### config.mk
export PLATFORM = sky130hd
export DESIGN_NAME = bsof_pair_cmp
export DESIGN_NICKNAME = d
export VERILOG_FILES = /design/src/bsof_pkg.sv /design/src/bsof_pair_cmp.sv
export SDC_FILE = /design/constraint.sdc
export NUM_CORES = 1
export LEC_CHECK = 0
export ABC_CLOCK_PERIOD_IN_PS = 2700
export BUFFER_PORTS_ARGS = -buffer_cell sky130_fd_sc_hd__buf_2
export CORE_AREA = 2 2 99 101
export DETAILED_ROUTE_END_ITERATION = 16
export DIE_AREA = 0 0 101 103
export PLACE_DENSITY = 0.87
export SYNTH_ARGS = -nofsm -noshare
export SYNTH_HDL_FRONTEND = slang
export SYNTH_SLANG_ARGS = --single-unit
### constraint.sdc
create_clock -name vclk -period 2.7
set_input_delay 0.54 -clock vclk [all_inputs]
set_output_delay 0.54 -clock vclk [all_outputs]
set_load 0.005 [all_outputs]
### src/bsof_pkg.sv
// Shared constants, codes and widths for the box set overlap finder.
package bsof_pkg;

	// Default sizing of the box stores and coordinate width
	localparam int unsigned MAX_BOXES_DEF  = 64;
	localparam int unsigned COORD_BITS_DEF = 32;

	// Fixed field widths
	localparam int unsigned MODE_W   = 2;
	localparam int unsigned SLOT_W   = 6;
	localparam int unsigned FIELD_W  = 32;
	localparam int unsigned CNT_W    = 7;
	localparam int unsigned MASK_W   = 64;
	localparam int unsigned CFG_IX_W = 1;

	// Item modes
	typedef enum logic [MODE_W-1:0] {
		MODE_LOAD_FIRST  = 2'd0,
		MODE_LOAD_SECOND = 2'd1,
		MODE_RUN         = 2'd2,
		MODE_NONE        = 2'd3
	} mode_t;

	// Configuration register indexes
	localparam logic [CFG_IX_W-1:0] REG_FIRST_COUNT  = 1'd0;
	localparam logic [CFG_IX_W-1:0] REG_SECOND_COUNT = 1'd1;

endpackage

### src/bsof_pair_cmp.sv
// Shared box pair compare unit: inclusive overlap test on both axes.
module bsof_pair_cmp #(
	parameter int unsigned COORD_BITS = bsof_pkg::COORD_BITS_DEF
) (
	input  logic [4*COORD_BITS-1:0] a_box,
	input  logic [4*COORD_BITS-1:0] b_box,
	output logic                    hit
);
	import bsof_pkg::*;

	// box layout, low to high: x_low, x_high, y_low, y_high
	logic signed [COORD_BITS-1:0] a_xl, a_xh, a_yl, a_yh;
	logic signed [COORD_BITS-1:0] b_xl, b_xh, b_yl, b_yh;

	assign a_xl = a_box[0*COORD_BITS +: COORD_BITS];
	assign a_xh = a_box[1*COORD_BITS +: COORD_BITS];
	assign a_yl = a_box[2*COORD_BITS +: COORD_BITS];
	assign a_yh = a_box[3*COORD_BITS +: COORD_BITS];
	assign b_xl = b_box[0*COORD_BITS +: COORD_BITS];
	assign b_xh = b_box[1*COORD_BITS +: COORD_BITS];
	assign b_yl = b_box[2*COORD_BITS +: COORD_BITS];
	assign b_yh = b_box[3*COORD_BITS +: COORD_BITS];

	// touching edges count as overlap
	assign hit = (a_xl <= b_xh) && (b_xl <= a_xh) &&
		(a_yl <= b_yh) && (b_yl <= a_yh);

endmodule

== Yosys cells after proc, flatten, opt, wreduce, memory -nomap -nowiden ==
Index checks and enable logic that the tools add are counted.
Operators by class
  magnitude comparators: 4
  reduce and logical (&&, ||, !) cells: 3
Operators by type and width (count)
  $le 32x32->1: 4
  $logic_and 1x1->1: 3
Storage, ports and cells
  bits in registers: 0
  input bits: 256
  output and inout bits: 1
  word-level logic and storage cells: 7

== Longest topological paths before layout ==
Gate-level depths: netlist (run 1).
  depth after elaboration: 4
  gate-level depth with buffers: 9
  mapped depth without buffers: 9

== Worst setup path after synthesis (run 1) ==
Ideal clock, no wire load.
  path kind: input -> output
  start point: input port a_box[46]
  end point: output port hit
  arrival: 2.193 ns
  data required time: 2.160 ns
  path slack: -0.033 ns
  cell stages on the path: 9
  buffers on the path: 0
  path through: inv_1 > ha_1 > a21oi_1 > nand2_1 > a21o_1 > o41a_1 > a2111oi_4 > mux2i_1 > nor4_2
On the way
  word-level cells in the longest chain between the ends: 4
RTL lines
  from (decl): RTL line bsof_pair_cmp.sv:5  | input logic [4*COORD_BITS-1:0] a_box,
  $le 32x32->1: RTL line bsof_pair_cmp.sv:25  | assign hit = (a_xl <= b_xh) && (b_xl <= a_xh) &&
  $logic_and 1x1->1 (2 in a row): RTL line bsof_pair_cmp.sv:25
  $logic_and 1x1->1: RTL line bsof_pair_cmp.sv:26  | (a_yl <= b_yh) && (b_yl <= a_yh);
  to (decl): RTL line bsof_pair_cmp.sv:7  | output logic hit
Every way passes these cells.

== Worst setup path in the final report (run 1) ==
  start point: input port a_box[110]
  end point: output port hit
On the way
  word-level cells in the longest chain between the ends: 2
RTL lines (RTL line)
  $le 32x32->1: bsof_pair_cmp.sv:26
  $logic_and 1x1->1: bsof_pair_cmp.sv:26
Every way passes these cells.

==> impl_metrics.csv, run 1 <==
group,metric,value,unit
status,outcome,"finished, violations left",
status,violations,"setup timing",
finish,nFillCells,833,
drt,drc_errors,0,
drt,drt.antenna.violating_nets,0,
timing,hold_slack,1.774,ns
drt,drt-initial-drc-count,67,
yosys,synth_top_area_cell,"ha_1",
worst_setup_path,cp-end-kind,"output port",
yosys,synth.net_count,830,
finish,syn_to_final_growth,64.76,%
yosys,netlist_top_cells_count,"inv_1 (130), ha_1 (128), a21oi_1 (40)",
worst_setup_path,startpoint_type,"input pin",
timing,timing.setup.tns,-0.3474,ns
place,port_buffers,257,
floorplanning,core_area,0.009459,sq mm
yosys,netlist_area,0.003256,sq mm
grt,grtUsageTotal,19.26,%
finish,antennaDiodeCount,0,
cts,postCtsSetupRepairBufs,0,
timing,grt_setup_unrepaired,"true",
finish,final_core_util,56.71,%
worst_setup_path,critPathMaxFanout,3,
drt,wl_per_cell,13.28,um
pwr,power.leakage,3.298,nW
worst_hold_path,hold-path-cell-count,6,
worst_hold_path,min_to,"hit",
drt,routed-via-count,4136,
place,pre_cts_ws,-0.4609,ns
floorplanning,start_util,34.42,%
grt,antenna_found_initial,0,
pwr,irDropWorstVdd,90.08,uV
finish,design.seq.count,0,
place,placed_area,0.004940,sq mm
yosys,synthTopCellsByArea,"ha_1 (49%), inv_1 (15%), a21oi_1 (6.1%), nand4_1 (6.0%), a21o_1 (5.3%)",
worst_setup_path,startpoint,"a_box[110]",
timing,period_share,112.9,%
worst_setup_path,path_class,"in -> out",
timing,max-slew-margin-rel,73.45,%
grt,grt_max_degree,4,
floorplanning,die_area,0.01040,sq mm
cts,hold_buffers,0,
flow_run,cap_violations,0,
drt,first_pass_iters,4,
yosys,synth_area_per_cell,7.300,sq um
yosys,synth_top_area_share,49.19,%
pwr,powerDensity,141.0,mW/mm^2
place,hpwl,10.01,mm
timing,drv_slew,0,
finish,drive_gt1_share,46.81,%
timing,final-hold-violation-count,0,
worst_hold_path,holdCritPathClass,"in -> out",
floorplanning,io_pins,257,
yosys,synth_most_common_cell,"inv_1",
floorplanning,die_h,103,um
finish,fin_nets,1123,
finish,n_clock_buffer,0,
grt,grt_pass1_wl,16.28,mm
worst_setup_path,worstPathArrival,2.51,ns
drt,vias_per_cell,4.860,
floorplanning,num_rows,36,
timing,fmax,0.3281,GHz
timing,setup_viol,1,
finish,regArea,0,sq um
floorplanning,die_width,101,um
worst_hold_path,hold_start,"b_box[31]",
timing,fin_ws,-0.3474,ns
yosys,ys_seq_area_share,0,%
place,gp_congestion,0.7858,
worst_setup_path,required,2.16,ns
timing,period_needed,3.047,ns
yosys,netlist_instances,446,
grt,grt_pass1_vias,3921,
yosys,synthDistinctLibCells,31,
drt,totalWireLength,11.31,mm
timing,worstMarginPinSlew,0.3959,ns
yosys,ys.warnings.count,0,
grt,grt-ovfl-total,0,
finish,fin_area,0.005364,sq mm
cells in the final DEF, fill, tap and decap left out, types with 7 or more instances in the layout:
master / instances
o211ai_1: 7
buf_2: 249
a21oi_1: 35
nand3_1: 10
nand2_1: 15
o21ai_0: 9
buf_6: 8
buf_4: 34
ha_1: 106
ha_4: 22
nor2_1: 7
inv_2: 9
nand4_1: 31
inv_1: 118
a21o_1: 23
where the power goes:
| part | internal [mW] | switching (mW) |
|---|---|---|
| sequential | 0 | 0 |
| clock | 0 | 0 |
| combinational | 0.413 | 0.343 |
kinds of logic after synthesis:
logic type               Yosys count  share of synthesized area [%]
AO/OA/AOI/OAI                    102                          21.02
adder cells (fa/ha/maj)          128                          49.19
buffers and inverters            130                          14.99
multiplexers                       3                         0.9224
AND/OR/NAND/NOR                   83                          13.87
repair_timing:
| action | CTS | global route |
|---|---|---|
| endpoints found under the setup margin | 1 | 1 |
| pin swaps | 23 | 9 |
| gates resized for setup | 39 | 25 |
worst max-delay path: stages:
cell and delay [ns]:
buf_2 0.08, inv_1 0.03, ha_1 0.32, a21oi_1 0.17, nand2_1 0.08, a21o_1 0.19
o41ai_2 0.36, o211ai_1 0.17, mux2i_1 0.16, nor4_2 0.24, buf_2 0.16
how the worst max path moves through the flow:
stage               endpoint  depth (start not counted)
finish                   hit                         11
global route             hit                         12
CTS                      hit                         11
detailed placement       hit                         11
global placement         hit                         11
floorplan                hit                          8
metal layers:
layer | global-route usage (%) | wire, um | vias to the layer above | share of wire [%]
met5 | 0 | 0 | - | 0
met1 | 20.74 | 4469 | 1788 | 40
met4 | 2.807 | 138 | 0 | 1.2
li1 | - | - | 2159 | -
met2 | 40.36 | 5880 | 179 | 52
met3 | 2.305 | 816 | 10 | 7.2
stage by stage:
step | power, mW | instances
final | 0.7561 | 851
after global routing | 0.8561 | 851
after CTS | 0.7172 | 851
after detailed placement | 0.6725 | 851
after global placement | 0.6513 | 851
after floorplan | 0.3435 | 446
final cells by class:
type                       count  area, sq um  area share (%)
tap                          114        142.6           2.659
multi-input combinational    316         3134           58.43
timing repair buffer         291         1592           29.67
inverter                     130        495.5           9.237
Power figures use the tool's default switching activity.
==> run 2: changes to the inputs <==
- ABC_CLOCK_PERIOD_IN_PS: 2700 -> 3400
- CORE_AREA: 2 2 99 101 -> 2 2 100 102
- DIE_AREA: 0 0 101 103 -> 0 0 102 104
- PLACE_DENSITY: 0.87 -> 0.83
- clock period: 2.7 -> 3.4 ns (I/O delays scaled with it)
==> run 2 against run 1 <==
The flow now finishes without violations. Non-clock buffer count is 22 lower. Sequential share of layout area unchanged. Global-route usage down 1.4 points. Utilization shrank 4.4 points. Die area rose by 2.0%. First-iteration DRC count shrank 7.5%. Clock-buffer cell count is the same. Critical path depth unchanged. Hold slack better by 0.22 ns. Via count down 2.7%. Cell area is 6.9% lower. Largest power group unchanged.
==> impl_metrics.csv, run 2 (same netlist as run 1, synthesis figures left out) <==
group,metric,value,unit
finish,final_common_cell,"buf_2",
worst_setup_path,critPathMaxFanout,4,
timing,period_share,98.45,%
worst_setup_path,worstPathArrival,2.67,ns
grt,grtUsageTotal,17.86,%
finish,antennaDiodeCount,0,
pwr,power_frac_seq,0,%
drt,drt-initial-drc-count,62,
grt,grtUsageMet2,36.98,%
finish,final_cell_mix,"buf_2 (256), inv_1 (128), ha_1 (120)",
drt,drt.antenna.violating_nets,0,
pwr,swShare,46.77,%
worst_setup_path,cp-end-kind,"output port",
timing,final-hold-violation-count,0,
finish,design.seq.count,0,
finish,n_clock_buffer,0,
place,port_buffers,257,
worst_setup_path,required,2.72,ns
timing,worstMarginPinSlew,0.4135,ns
cts,hold_buffers,0,
grt,grt_pass1_wl,15.93,mm
pwr,powerDensity,108.7,mW/mm^2
drt,vias_per_cell,4.745,
grt,antenna_found_initial,0,
flow_run,cap_violations,0,
grt,grt_pass1_vias,4055,
worst_setup_path,startpoint,"a_box[95]",
floorplanning,die_area,0.01061,sq mm
drt,first_pass_iters,5,
grt,grt-ovfl-total,0,
floorplanning,die_h,104,um
drt,routed-via-count,4024,
grt,gr-max-usage-layer,"met2",
place,dp_cells,846,
timing,drv_slew,0,
pwr,irDropWorstVdd,49.28,uV
floorplanning,start_util,34.09,%
timing,fmax,0.2987,GHz
grt,grtUsageMet3,1.613,%
pwr,power.leakage,3.196,nW
worst_setup_path,startpoint_type,"input pin",
place,hpwl,9.570,mm
timing,setup_viol,0,
grt,use_met1,18.83,%
floorplanning,core_area,0.009549,sq mm
pwr,comb_power_share,100.0,%
finish,regArea,0,sq um
pwr,p_switching,0.2540,mW
floorplanning,io_pins,257,
drt,totalWireLength,10.44,mm
floorplanning,die_width,102,um
timing,timing.setup.tns,0,ns
timing,period_needed,3.347,ns
worst_setup_path,path_class,"in -> out",
drt,wl_per_cell,12.31,um
timing,max-slew-margin-rel,72.27,%
timing,grt_setup_unrepaired,"true",
finish,drive_gt1_share,41.26,%
status,outcome,"complete, no violations",
worst_hold_path,holdCritPathClass,"in -> out",
finish,stdcell_count,848,
pwr,clock_power_share,0,%
finish,fin_nets,1101,
grt,grt_max_degree,5,
pwr,power.internal,0.2892,mW
drt,drc_errors,0,
floorplanning,num_rows,36,
place,gp_congestion,0.8903,
worst_hold_path,hold_start,"b_box[31]",
finish,syn_to_final_growth,53.46,%
==> run 2: per-stage QoR <==
stage	setup slack, ns	power, mW	cell area (sq um)	utilization [%]	hold WS (ns)
6_report	0.05265	0.5432	4996	52.32	1.996
4_1_cts	0.001086	0.5139	4807	50.34	1.998
3_3_place_gp	0.01348	0.4927	4783	50.09	1.983
3_5_place_dp	-0.02911	0.5064	4783	50.09	1.998
2_1_floorplan	0.3870	0.2726	3256	-	1.730
5_1_grt	-0.1390	0.6242	4996	52.32	2.069
==> run 2: metal layers <==
layer	share of wire (%)	wire length (um)	vias to the layer above
met3	6.4	671	12
met4	1.3	137	0
met5	0	0	-
met2	53	5581	162
met1	39	4050	1738
li1	-	-	2112
==> run 2: path summary, 6_finish.rpt <==
path | end | slack, ns | cells past startpoint
setup / recovery | hit | 0.05 | 11
hold / removal | hit | 2.00 | 5
==> run 2: final cells by class <==
cell class,count,area (sq um)
Fill cell,949,4553
Multi-Input combinational cell,316,2957
Inverter,130,490.5
Timing Repair Buffer,269,1383
Tap cell,133,166.4
==> run 2: power groups by stage <==
stage          registers [mW]  clock network [mW]  logic (mW)
2_1_floorplan               0                   0       0.273
3_3_place_gp                0                   0       0.493
3_5_place_dp                0                   0       0.506
4_1_cts                     0                   0       0.514
5_1_grt                     0                   0       0.624
6_report                    0                   0       0.543
==> run 2: worst max-delay path, cell delays in order <==
cell and delay (ns):
buf_2 0.11, ha_1 0.36, nand4_1 0.19, nor4_2 0.35, buf_4 0.18, o41ai_2 0.06
buf_4 0.15, o2111ai_4 0.09, mux2i_4 0.30, nor4_2 0.06, buf_2 0.14
==> run 2: repair_timing <==
item / CTS / global route
setup buffers: 0 / 2
hold endpoints to repair: 0 / 0
pin swaps: 0 / 10
endpoints found under the setup margin: 1 / 1
resized for setup: 3 / 26
